==> src/rtl/dmac_pkg.sv <==
// Shared types and constants of the register-programmed DMA copier.
package dmac_pkg;

	localparam int unsigned QUEUE_DEPTH = 4;

	// CPU register byte offsets
	localparam logic [7:0] OFF_SRC   = 8'd0;
	localparam logic [7:0] OFF_TGT   = 8'd4;
	localparam logic [7:0] OFF_SIZE  = 8'd8;
	localparam logic [7:0] OFF_START = 8'd12;

	localparam logic [31:0] ADDR_STEP = 32'd4;
	localparam logic [31:0] START_GO  = 32'd1;

	typedef enum logic [1:0] {
		OP_RD  = 2'd0,
		OP_WR  = 2'd1,
		OP_RET = 2'd2,
		OP_CLR = 2'd3
	} op_t;

	typedef enum logic [1:0] {
		KIND_ACK   = 2'd0,
		KIND_RDATA = 2'd1,
		KIND_RREQ  = 2'd2,
		KIND_WREQ  = 2'd3
	} kind_t;

	typedef struct packed {
		kind_t       kind;
		logic [31:0] addr;
		logic [31:0] data;
	} res_t;

	// All results caused by one input word, queued as one entry.
	typedef struct packed {
		res_t r0;
		res_t r1;
		logic two;
		logic irq;
	} entry_t;

endpackage

==> src/rtl/register_programmed_dma_copier.sv <==
// Top level of the single-channel register-programmed DMA copier.
//
//   channel  direction  handshake              words
//   in       to block   in_valid / in_stall    op, reg_offset, bus_data
//   out      from block out_valid / out_stall  kind, out_address, out_data,
//                                              interrupt_level, last
//
// An input word is taken every cycle while the result queue has room; it
// gives zero, one or two output words, and the output register sends one a
// cycle while out_stall does not hold it, so a run of words that give two
// results fills the queue. Results pass a queue slot, then the output register.
// Reset clears the CPU registers, the copy sequencer and the queue at once.
// in_stall rises only while the result queue is full.
module register_programmed_dma_copier #(
	parameter int unsigned QUEUE_DEPTH = dmac_pkg::QUEUE_DEPTH
) (
	input  logic        clk,
	input  logic        arst_n,
	input  logic        in_valid,
	output logic        in_stall,
	input  logic [1:0]  op,
	input  logic [7:0]  reg_offset,
	input  logic [31:0] bus_data,
	output logic        out_valid,
	input  logic        out_stall,
	output logic [1:0]  kind,
	output logic [31:0] out_address,
	output logic [31:0] out_data,
	output logic        interrupt_level,
	output logic        last
);
	import dmac_pkg::*;

	logic   accept, push, pop, empty, full;
	entry_t wr_entry, head;

	assign in_stall = full;
	assign accept   = in_valid && !full;

	dmac_front u_front (
		.clk        (clk),
		.arst_n     (arst_n),
		.accept     (accept),
		.op         (op),
		.reg_offset (reg_offset),
		.bus_data   (bus_data),
		.push       (push),
		.entry      (wr_entry)
	);

	dmac_queue #(
		.DEPTH (QUEUE_DEPTH)
	) u_queue (
		.clk      (clk),
		.arst_n   (arst_n),
		.push     (push),
		.wr_entry (wr_entry),
		.pop      (pop),
		.head     (head),
		.empty    (empty),
		.full     (full)
	);

	dmac_back u_back (
		.clk             (clk),
		.arst_n          (arst_n),
		.head            (head),
		.empty           (empty),
		.pop             (pop),
		.out_stall       (out_stall),
		.out_valid       (out_valid),
		.kind            (kind),
		.out_address     (out_address),
		.out_data        (out_data),
		.interrupt_level (interrupt_level),
		.last            (last)
	);

endmodule

==> src/rtl/dmac_front.sv <==
// Front end: register file, copy sequencer and result building for each input word.
module dmac_front (
	input  logic                 clk,
	input  logic                 arst_n,
	input  logic                 accept,
	input  logic [1:0]           op,
	input  logic [7:0]           reg_offset,
	input  logic [31:0]          bus_data,
	output logic                 push,
	output dmac_pkg::entry_t     entry
);
	import dmac_pkg::*;

	typedef enum logic [2:0] {
		PH_IDLE = 3'b001,
		PH_WAIT = 3'b010,
		PH_DONE = 3'b100
	} phase_t;

	logic [31:0] source_q, target_q, size_q, start_q;
	logic [31:0] rd_addr_q, wr_addr_q;
	logic [29:0] index_q;
	phase_t      phase_q;
	logic        irq_q;

	logic [31:0] src_n, tgt_n, size_n, start_n, rd_n, wr_n, rdval;
	logic [29:0] index_n;
	phase_t      phase_n;
	logic        irq_n, has_res, do_react;
	entry_t      ent;

	always_comb begin
		unique case (reg_offset[7:2])
			OFF_SRC[7:2]:   rdval = source_q;
			OFF_TGT[7:2]:   rdval = target_q;
			OFF_SIZE[7:2]:  rdval = size_q;
			OFF_START[7:2]: rdval = start_q;
			default:        rdval = '0;
		endcase
	end

	always_comb begin
		src_n    = source_q;
		tgt_n    = target_q;
		size_n   = size_q;
		start_n  = start_q;
		rd_n     = rd_addr_q;
		wr_n     = wr_addr_q;
		index_n  = index_q;
		phase_n  = phase_q;
		irq_n    = irq_q;
		has_res  = 1'b1;
		do_react = 1'b1;
		ent      = '0;
		ent.r0.kind = KIND_ACK;
		ent.r1.kind = KIND_ACK;
		unique case (op_t'(op))
			OP_RD: begin
				ent.r0.kind = KIND_RDATA;
				ent.r0.data = rdval;
			end
			OP_WR: begin
				if (start_q == '0) begin
					if (reg_offset == OFF_SRC) src_n = bus_data;
					if (reg_offset == OFF_TGT) tgt_n = bus_data;
					if (reg_offset == OFF_SIZE) size_n = bus_data;
				end
				if (reg_offset == OFF_START) start_n = bus_data;
			end
			OP_CLR: begin
				src_n   = '0;
				tgt_n   = '0;
				size_n  = '0;
				start_n = '0;
			end
			OP_RET: begin
				do_react = 1'b0;
				if (phase_q == PH_WAIT) begin
					ent.r0.kind = KIND_WREQ;
					ent.r0.addr = wr_addr_q;
					ent.r0.data = bus_data;
					wr_n    = wr_addr_q + ADDR_STEP;
					index_n = index_q + 30'd1;
					// compare against the live size so a shrink ends the run early
					if (index_n < size_q[31:2]) begin
						rd_n        = rd_addr_q + ADDR_STEP;
						ent.two     = 1'b1;
						ent.r1.kind = KIND_RREQ;
						ent.r1.addr = rd_n;
					end else if (start_q == START_GO) begin
						irq_n   = 1'b1;
						phase_n = PH_DONE;
					end else begin
						irq_n   = 1'b0;
						phase_n = PH_IDLE;
					end
				end else begin
					// drop a return that no read is waiting for
					has_res = 1'b0;
				end
			end
			default: has_res = 1'b0;
		endcase
		if (do_react) begin
			if (phase_q == PH_DONE && start_n != START_GO) begin
				irq_n   = 1'b0;
				phase_n = PH_IDLE;
			end
			if (phase_n == PH_IDLE && start_n == START_GO) begin
				index_n = '0;
				rd_n    = src_n;
				wr_n    = tgt_n;
				if (size_n[31:2] == '0) begin
					irq_n   = 1'b1;
					phase_n = PH_DONE;
				end else begin
					phase_n     = PH_WAIT;
					ent.two     = 1'b1;
					ent.r1.kind = KIND_RREQ;
					ent.r1.addr = src_n;
				end
			end
		end
		ent.irq = irq_n;
	end

	always_ff @(posedge clk or negedge arst_n) begin
		if (!arst_n) begin
			source_q  <= '0;
			target_q  <= '0;
			size_q    <= '0;
			start_q   <= '0;
			rd_addr_q <= '0;
			wr_addr_q <= '0;
			index_q   <= '0;
			phase_q   <= PH_IDLE;
			irq_q     <= 1'b0;
		end else if (accept) begin
			source_q  <= src_n;
			target_q  <= tgt_n;
			size_q    <= size_n;
			start_q   <= start_n;
			rd_addr_q <= rd_n;
			wr_addr_q <= wr_n;
			index_q   <= index_n;
			phase_q   <= phase_n;
			irq_q     <= irq_n;
		end
	end

	assign push  = accept && has_res;
	assign entry = ent;

endmodule

==> src/rtl/dmac_queue.sv <==
// Short result queue between the front end and the output stage.
module dmac_queue #(
	parameter int unsigned DEPTH = dmac_pkg::QUEUE_DEPTH
) (
	input  logic             clk,
	input  logic             arst_n,
	input  logic             push,
	input  dmac_pkg::entry_t wr_entry,
	input  logic             pop,
	output dmac_pkg::entry_t head,
	output logic             empty,
	output logic             full
);
	import dmac_pkg::*;

	localparam int unsigned PW = (DEPTH > 1) ? $clog2(DEPTH) : 1;
	localparam int unsigned CW = $clog2(DEPTH + 1);

	entry_t          slot_q [DEPTH];
	logic [PW-1:0]   wr_ptr_q, rd_ptr_q;
	logic [CW-1:0]   count_q;

	assign empty = (count_q == '0);
	assign full  = (count_q == CW'(DEPTH));
	assign head  = slot_q[rd_ptr_q];

	always_ff @(posedge clk) begin
		if (push) slot_q[wr_ptr_q] <= wr_entry;
	end

	always_ff @(posedge clk or negedge arst_n) begin
		if (!arst_n) begin
			wr_ptr_q <= '0;
			rd_ptr_q <= '0;
			count_q  <= '0;
		end else begin
			if (push) wr_ptr_q <= (wr_ptr_q == PW'(DEPTH - 1)) ? '0 : wr_ptr_q + 1'b1;
			if (pop)  rd_ptr_q <= (rd_ptr_q == PW'(DEPTH - 1)) ? '0 : rd_ptr_q + 1'b1;
			if (push && !pop)      count_q <= count_q + 1'b1;
			else if (pop && !push) count_q <= count_q - 1'b1;
		end
	end

endmodule

==> src/rtl/dmac_back.sv <==
// Output stage: drains queue entries one result word per cycle into the output register while out_stall allows.
module dmac_back (
	input  logic             clk,
	input  logic             arst_n,
	input  dmac_pkg::entry_t head,
	input  logic             empty,
	output logic             pop,
	input  logic             out_stall,
	output logic             out_valid,
	output logic [1:0]       kind,
	output logic [31:0]      out_address,
	output logic [31:0]      out_data,
	output logic             interrupt_level,
	output logic             last
);
	import dmac_pkg::*;

	logic        valid_q, sel_q, free, load, last_n;
	res_t        res;
	kind_t       kind_q;
	logic [31:0] addr_q, data_q;
	logic        irq_q, last_q;

	assign free   = !valid_q || !out_stall;
	assign load   = free && !empty;
	assign res    = sel_q ? head.r1 : head.r0;
	assign last_n = sel_q || !head.two;
	assign pop    = load && last_n;

	always_ff @(posedge clk or negedge arst_n) begin
		if (!arst_n) begin
			valid_q <= 1'b0;
			sel_q   <= 1'b0;
		end else begin
			if (free) valid_q <= !empty;
			if (load) sel_q <= !last_n;
		end
	end

	always_ff @(posedge clk) begin
		if (load) begin
			kind_q <= res.kind;
			addr_q <= res.addr;
			data_q <= res.data;
			irq_q  <= head.irq;
			last_q <= last_n;
		end
	end

	assign out_valid       = valid_q;
	assign kind            = kind_q;
	assign out_address     = addr_q;
	assign out_data        = data_q;
	assign interrupt_level = irq_q;
	assign last            = last_q;

endmodule

==> config.mk <==
export PLATFORM = sky130hd
export DESIGN_NAME = register_programmed_dma_copier
export DESIGN_NICKNAME = d
export VERILOG_FILES = /design/src/rtl/dmac_pkg.sv /design/src/rtl/register_programmed_dma_copier.sv /design/src/rtl/dmac_front.sv /design/src/rtl/dmac_queue.sv /design/src/rtl/dmac_back.sv
export SDC_FILE = /design/constraint.sdc
export NUM_CORES = 1
export LEC_CHECK = 0
export ABC_CLOCK_PERIOD_IN_PS = 10700
export BUFFER_PORTS_ARGS = -buffer_cell sky130_fd_sc_hd__buf_2
export CORE_MARGIN = 2
export CORE_UTILIZATION = 65
export DETAILED_ROUTE_END_ITERATION = 8
export PLACE_DENSITY = 0.84
export SYNTH_ARGS = -nofsm -noshare
export SYNTH_HDL_FRONTEND = slang
export SYNTH_SLANG_ARGS = --single-unit
==> constraint.sdc <==
create_clock -name clk -period 10.7 [get_ports clk]
set_input_delay 3.21 -clock clk [delete_from_list [all_inputs] [get_ports clk]]
set_output_delay 3.21 -clock clk [all_outputs]
set_load 0.01 [all_outputs]
# --- Word level (Yosys, flattened, before mapping) ---
# Memory sizes are Yosys's and may differ from the RTL's.
# Index checks and enable logic that the tools add are counted.
op_classes:
  n_addsub: 7
  mul: 0
  div: 0
  magnitude_cmp: 1
  n_eq_ne: 20
  shifts: 0
  n_mux: 66
  bitwise_logic: 0
  reduce_logical: 27
ops:
  columns: ["cell", "n"]
  rows:
  - ["$mux W32", 17]
  - ["$pmux W32 S2", 5]
  - ["$mux W34", 5]
  - ["$pmux W32 S4", 1]
  - ["$mux W30", 4]
  - ["$mux W100", 1]
  - ["$mux W66", 1]
  - ["$add A32 B3 Y32 const B", 2]
  - ["$eq A32 B1 Y1 const B", 2]
  - ["$mux W3", 11]
  - ["$logic_not A32 Y1", 1]
  - ["$ne A32 B1 Y1 const B", 1]
  - ["$add A30 B1 Y30 const B", 1]
  - ["$logic_not A30 Y1", 1]
  - ["$lt A30 B30 Y1", 1]
  - ["$mux W1", 18]
  - ["$eq A8 B4 Y1 const B", 2]
  - ["$eq A6 B2 Y1 const B", 2]
  - ["$eq A2 B2 Y1 const B", 4]
  - ["$eq A8 B3 Y1 const B", 1]
  - ["$logic_and A1 B1 Y1", 8]
  - ["$logic_not A1 Y1", 8]
  - ["$logic_not A8 Y1", 1]
  - ["$eq A3 B3 Y1 const B", 2]
  - ["other kinds (16)", 21]
word_totals:
  regBits: 303
  latch_bits: 0
  ram_bits: 408
  rom_bits: 0
  output_inout_bits: 70
  word_cells: 142
  n_memories: 1
memory_table:
  columns: ["memory", "depth", "word_bits", "rd", "rd_clocked_by_memory_dff", "write_ports", "line", "rtl"]
  rows:
  - ["u_queue.slot_q", 4, 102, 1, 0, 1, "dmac_queue.sv:19", "entry_t slot_q [DEPTH];"]

# --- Depth between registers and ports, before layout ---
# Gate-level depths: netlist (run 1).
depth:
  word_depth: 11
  depth_mapped: 19
  mapped_depth_nobuf: 17

# --- Modules after synthesis ---
# Synthesis (run 1) repeated with hierarchy kept, for this count alone.
unflattened:
  cells_unflattened: 2598
  hier_area_um2: 37956.4
modules_own_cells:
  columns: ["mod", "n_inst", "cells_per_inst", "area_per_inst_um2"]
  rows:
  - ["dmac_queue", 1, 737, 19706.4]
  - ["dmac_front", 1, 1709, 15225.9]
  - ["dmac_back", 1, 151, 3010.4]
  - ["register_programmed_dma_copier", 1, 1, 13.8]

# --- Least setup slack after synthesis (run 1) ---
# Ideal clock, no wire load.
synth_timing:
  path_kind: "input -> register"
  from: "input out_stall"
  to: "register u_queue.count_q[1]"
  t_arrival_ns: 8.211
  t_required_ns: 10.575
  setup_slack_ns: 2.364
  stages: 6
  path_cell_list: "a21oi_1 > nand2_1 > ha_1 > inv_1 > fa_1 > mux2_2"
synth_between:
  elab_chain_cells: 7
  elab_cells_between_ends: 9
synth_lines:
  columns: ["item", "line", "rtl"]
  rows:
  - ["from (decl)", "register_programmed_dma_copier.sv:25", "input logic out_stall,"]
  - ["$logic_not A1 Y1 *", "dmac_back.sv:24", "assign free = !valid_q || !out_stall;"]
  - ["$logic_or A1 B1 Y1 *", "dmac_back.sv:24", null]
  - ["$logic_and A1 B1 Y1 *", "dmac_back.sv:25", "assign load = free && !empty;"]
  - ["$logic_and A1 B1 Y1 *", "dmac_back.sv:28", "assign pop = load && last_n;"]
  - ["$logic_not A1 Y1", "dmac_queue.sv:39", "if (push && !pop) count_q <= count_q + 1'b1;"]
  - ["$logic_and A1 B1 Y1", "dmac_queue.sv:39", null]
  - ["$mux W3 / $reduce_bool A2 Y1 (equally long branches)", null, null]
  - ["to (signal assigned)", "dmac_queue.sv:39", null]
  - ["to (signal assigned)", "dmac_queue.sv:40", "else if (pop && !push) count_q <= count_q - 1'b1;"]
  - ["to (decl)", "dmac_queue.sv:21", "logic [CW-1:0] count_q;"]
# Every way passes the cells marked *; elsewhere a longest branch is shown, timed or not.
# A chain may end at the register's enable or synchronous reset.

==> results.ini, run 1 <==
[critical_path]
worst-setup-path-type=input pin to flip-flop
crit_chain=buf_4 > inv_1 > and4_1 > a31o_1 > a221oi_1 > nand3_1 > nor2_2 > a22o_1
critPathLaunchType=input pin
cp_slowest_cell=nor2_2
critPathMaxStageDelay_ns=0.86
worstSetupEndpointType=flip-flop
cp_max_fo=47
cp.required_ns=11.14
cp.arrival_ns=7.28

[global_routing]
grt_remaining_overflow=0
grt_use_total_pct=37.3
grt_first_pass_wirelength_mm=145
first_global_vias=22700
grt_max_degree=94
antenna_found_initial=8

[clocking]
cts_buffers=71
clkTransAtPathRegs_ns=0.06
cts.sinks=703
cts_buffer_depth=3
ctsHoldBuffers=0
insertion_delay_ns=0.62
post_cts_buffers=0
ctsResizeCount=0
htree_levels=3
cts_tree=yes
clockRootBuffer=clkbuf_16

[cells_and_area]
finalInstanceArea_um2=36100
drive_above_1_share_pct=19.0
nFillCells=3146
seqCellArea_um2=19900
fin_nets=2522
multi_input_area_um2=11800
area.growth.synth_to_final_pct=10.6

[timing]
whs_ns=0.484
max_freq_mhz=146
tightest_slew_ns=1.32
skew_ns=0.0248
hold_viol_final=0
period_share_pct=63.9
tns_ns=0
rsz0062_at_grt=no
setup_viol=0
max-slew-margin-rel_pct=11.6
min_period_ns=6.84
maxSlewViolCount=0
setup_slack_ns=3.86

[pwr]
power_switching_mw=2.47
clkPwrFrac_pct=30.5
pwr-share-comb_pct=23.0
max-vdd-ir-drop_uv=167
switching_share_pct=29.8
power_density_nw_per_um2=229
p_int_mw=5.80
seq_power_share_pct=46.5
p_leak_nw=13.5

[placement]
port_buffers=115
place.gp.congestion=0.974
hpwlAfterDp_mm=61.1
dp_slack_ns=3.45
placed_area_um2=33700

[synth]
synth_warnings=0
postSynthCellCount=2389
synth-main-ff-cell=edfxtp_1
synth-seq-area-share_pct=61.1
syn_nets=2476
synth_edf_count=468
synth-seq-cells=703
netlist_area_um2=32600
yosysUniqueCellTypes=80
syn_area_per_cell_um2=13.7
async_flop_share_pct=33.4

[die]
die_h_um=228
core_area_um2=49900
ios=116
num_rows=82
chipWidth_um=228
start_util_pct=65.4
fp.dieArea_um2=52000

[routing]
vias_per_cell=7.35
highest_layer=met5
initialDrtViolationCount=3444
vias=23300
route.met2.wl_mm=43.8
wl_per_cell_um=30.4
dr.pass1.iters=8
wirelength_met1_mm=35.3
drc=0
routed_wl_mm=96.2
ant_nets=0
wl_met3_mm=10.7

[job]
drv_cap=0

[status]
status=finished, final reports clean

[min_path]
min-delay-path-class=flip-flop to flip-flop

[cells in the mapped netlist, types with 29 or more instances]
cell / number / area (um^2)
xnor2_1: 35 / 307
nand2_1: 172 / 646
o22ai_1: 64 / 400
ha_1: 40 / 500
nand3_1: 39 / 195
and3_1: 54 / 338
o21ai_0: 101 / 505
nor2b_1: 40 / 250
nor2_1: 63 / 236
nor4_1: 29 / 181
nor3_1: 37 / 185
a22o_1: 126 / 1100
edfxtp_1: 468 / 14100
clkbuf_1: 140 / 526
nand4_1: 33 / 206
dfrtp_1: 234 / 5860
inv_1: 60 / 225
a21oi_1: 85 / 425
mux2_2: 36 / 405
a22oi_1: 120 / 901
mux4_2: 132 / 2970
[layer usage]
metal | GRT usage, % | vias up
met5 | 0 | -
met4 | 21.9 | 10
met3 | 7.98 | 354
met2 | 56.3 | 1775
met1 | 50.7 | 11600
li1 | - | 9522
[cell usage in the layout, fill, tap and decap left out, drive strengths merged, types with 4 or more instances in the layout]
cell and count:
o21ai 106, nand2b 8, nor4 34, o2bb2ai 9, a22oi 120, a32o 13, buf 155, mux4 132
a21o 5, a21oi 86, and2 21, nor2b 40, nand4 33, o31ai 5, mux2 36, nor3 39
a311oi 10, a31oi 16, xor2 26, a221oi 8, nand2 173, clkbuf 98, and3 54, a211oi 26
nand3 39, a22o 126, inv 63, edfxtp 468, clkinv 17, bufinv 7, o21a 6, o21bai 5
o22a 8, xnor2 35, ha 40, o22ai 64, a31o 4, nor2 64, dfrtp 234, and4 14
[final cells by class]
class | instances | area share, %
clock buffers | 98 | 5.46
flip-flops and latches | 703 | 55.3
inverters | 61 | 0.635
repair buffers | 155 | 2.46
clock inverters | 29 | 0.985
multi-input cells | 1443 | 32.8
well taps | 672 | 2.33
diodes | 1 | 0.00694
[sequential cells by signal, indices dropped and copies added (netlist names), 2 cells and up]
name and flops:
u_back.kind 2, u_back.out_address 32, u_back.out_data 32, u_front.index_q 30, u_front.phase_q 3, u_front.rd_addr_q 32
u_front.size_q 32, u_front.source_q 32, u_front.start_q 32, u_front.target_q 32, u_front.wr_addr_q 32, u_queue.count_q 3
u_queue.rd_ptr_q 2, u_queue.slot_q 400, u_queue.wr_ptr_q 2
[kinds of logic after synthesis]
kind of cell	Yosys count	share of synthesized area, %
AO/OA/AOI/OAI	641	13.9
buffers and inverters	243	2.94
XOR/XNOR	61	1.64
multiplexers	170	10.4
AND/OR/NAND/NOR	530	8.43
adder cells (fa/ha/maj)	41	1.60
flip-flops	703	61.1
[through the flow]
step,std cells,power (mW),util (%)
after global placement,3034,5.65,67.7
after global routing,3161,8.55,72.3
final,3162,8.27,72.3
after CTS,3161,8.27,72.3
after detailed placement,3034,5.75,67.7
after floorplan,2389,5.05,-
[power by group through the flow]
stage | clock [mW] | sequential (mW) | combinational, mW
global placement | 0 | 3.83 | 1.82
finish | 2.52 | 3.85 | 1.90
detailed placement | 0 | 3.87 | 1.88
CTS | 2.53 | 3.84 | 1.91
floorplan | 0 | 3.79 | 1.26
global route | 2.63 | 3.88 | 2.03
[critical path: cells and delay by family]
kind | cells | cell delay, ns
and+or+nand+nor | 3 | 1.99
buffers and inverters | 2 | 0.91
AOI/OAI and AO/OA | 3 | 1.10
[path summary, 6_finish.rpt]
kind,startpoint,to,slack (ns),depth (start not counted)
min,u_front.rd_addr_q[1],u_front.rd_addr_q[1],0.48,2
max in group asynchronous,arst_n,u_queue.rd_ptr_q[0],6.47,2
max,op[1],u_queue.slot_q[0][20],3.86,8
min in group asynchronous,arst_n,u_front.wr_addr_q[24],2.62,1
max reg2reg,u_front.index_q[0],u_front.rd_addr_q[15],4.46,15
min reg2reg,u_front.rd_addr_q[1],u_front.rd_addr_q[1],0.48,2
(Power assumes the default switching activity.)
==> run 2: changes to the inputs <==
ABC_CLOCK_PERIOD_IN_PS = 7000   (was 10700)
CORE_UTILIZATION = 62   (was 65)
PLACE_DENSITY = 0.81   (was 0.84)
clock period = 7 ns   (was 10.7 ns; I/O delays follow)
==> results.ini, run 2 (same netlist as run 1, synthesis figures left out) <==
[pwr]
power_density_nw_per_um2=352
p_leak_nw=13.7
clkPwrFrac_pct=31.9
max-vdd-ir-drop_uv=262
p_int_mw=9.08
power_switching_mw=3.76
switching_share_pct=29.3
pwr-share-comb_pct=22.3
seq_power_share_pct=45.8

[global_routing]
grt_use_total_pct=34.9
antenna_found_initial=6
grt_remaining_overflow=0
first_global_vias=22300
grt_max_degree=128
grt_first_pass_wirelength_mm=141

[routing]
vias_per_cell=7.20
initialDrtViolationCount=3375
drc=0
vias=23000
routed_wl_mm=93.8
wl_per_cell_um=29.3
ant_nets=0
dr.pass1.iters=6

[timing]
setup_slack_ns=1.62
tightest_slew_ns=1.27
hold_viol_final=0
maxSlewViolCount=0
max-slew-margin-rel_pct=14.6
period_share_pct=76.8
max_freq_mhz=186
setup_viol=0
skew_ns=0.0312
min_period_ns=5.38
rsz0062_at_grt=no
tns_ns=0

[die]
ios=116
chipWidth_um=233
core_area_um2=52300
num_rows=84
die_h_um=233
start_util_pct=62.3
fp.dieArea_um2=54500

[clocking]
insertion_delay_ns=0.63
cts.sinks=703
htree_levels=3
ctsHoldBuffers=0
post_cts_buffers=0
clockRootBuffer=clkbuf_16
cts_tree=yes
cts_buffers=73
clkTransAtPathRegs_ns=0.06
cts_buffer_depth=3
ctsResizeCount=0

[cells_and_area]
regMostFlops=u_queue.slot_q
most-common-layout-cells=edfxtp_1 (468), dfrtp_1 (231), nand2_1 (171)
multi_input_area_um2=11800
seqCellArea_um2=19900
nFillCells=3388
fin_nets=2536
final_common_cell=edfxtp_1
drive_above_1_share_pct=19.8
largest_reg_flops=400
diodes=0
area.growth.synth_to_final_pct=11.8

[critical_path]
worst-setup-path-type=flip-flop to flip-flop
critPathMaxStageDelay_ns=0.71
cp_slowest_cell=nor4_4
cp.arrival_ns=5.88
worstSetupEndpointType=flip-flop
cp.required_ns=7.51
critPathLaunchType=flip-flop
crit_chain=nand3_1 > or3b_2 > nor4_4 > nand3_1 > or2_2 > nor2_1 > xor2_1 > ha_1 > nand4_1 > nor4_4 > a21o_1 > buf_4 > a21oi_2 > o221a_2
cp_max_fo=17

[placement]
dp_slack_ns=1.52
port_buffers=115
hpwlAfterDp_mm=60.1
place.gp.congestion=1.00

[status]
status=finished, final reports clean

[job]
drv_cap=0

[min_path]
min-delay-path-class=flip-flop to flip-flop

-- run 2: changes by cell type in the layout (fill, tap and decap cells not counted), moves of 3 or more --
cell	before	now
buf_12	0	5
buf_4	41	48
clkbuf_1	19	16
clkbuf_16	72	77
clkbuf_8	7	11
-- run 2: metal layers --
metal  track usage (%)  vias up  wire length, um
li1                  -     9579                -
met1              47.7    11600            35400
met2              52.9     1577            43300
met3              8.00      308             9810
met4              18.3       10             5300
met5                 0        -               56
-- run 2: power by group through the flow --
stage                     registers, mW  logic (mW)  clock network [mW]
final                              5.88        2.86                4.10
after global routing               5.94        3.08                4.28
after CTS                          5.86        2.88                4.12
after detailed placement           5.92        2.82                   0
after global placement             5.86        2.76                   0
after floorplan                    5.78        1.93                   0
-- run 2: worst paths after layout --
kind,slack (ns),cells after the start,end,startpoint
setup / recovery,1.62,14,u_front.rd_addr_q[20],u_front.index_q[2]
hold / removal,0.49,1,u_front.wr_addr_q[26],u_front.wr_addr_q[26]
setup reg to reg,1.62,14,u_front.rd_addr_q[20],u_front.index_q[2]
hold reg to reg,0.49,1,u_front.wr_addr_q[26],u_front.wr_addr_q[26]
max in group asynchronous,4.23,2,u_front.source_q[12],arst_n
min in group asynchronous,1.59,1,u_front.wr_addr_q[25],arst_n
-- run 2: final cells by class --
cell class                      instances  share of cell area [%]
Inverter                               61                   0.628
Clock buffer                          104                    5.86
Timing Repair Buffer                  167                    2.85
Tap cell                              688                    2.36
Clock inverter                         32                    1.14
Sequential cell                       703                    54.7
Multi-Input combinational cell       1443                    32.5
-- run 2: per-stage QoR --
stage                     total power, mW  utilization (%)  cell area [um^2]  std cells  hold WS, ns
after detailed placement             8.74             64.8             33900       3062        0.477
final                                12.8             69.7             36500       3198        0.494
after global placement               8.63             64.8             33900       3062        0.467
after CTS                            12.9             69.7             36500       3198        0.494
after floorplan                      7.71                -             32600       2389        0.442
after global routing                 13.3             69.7             36500       3198        0.504
-- run 2: critical path, delay by kind of cell, from the launching register on --
family	cells	cell delay (ns)
adder cells (fa/ha/maj)	1	0.29
XOR/XNOR	1	0.08
flip-flops	1	0.45
AO/OA/AOI/OAI	3	1.14
AND/OR/NAND/NOR	8	2.92
buffers and inverters	1	0.36
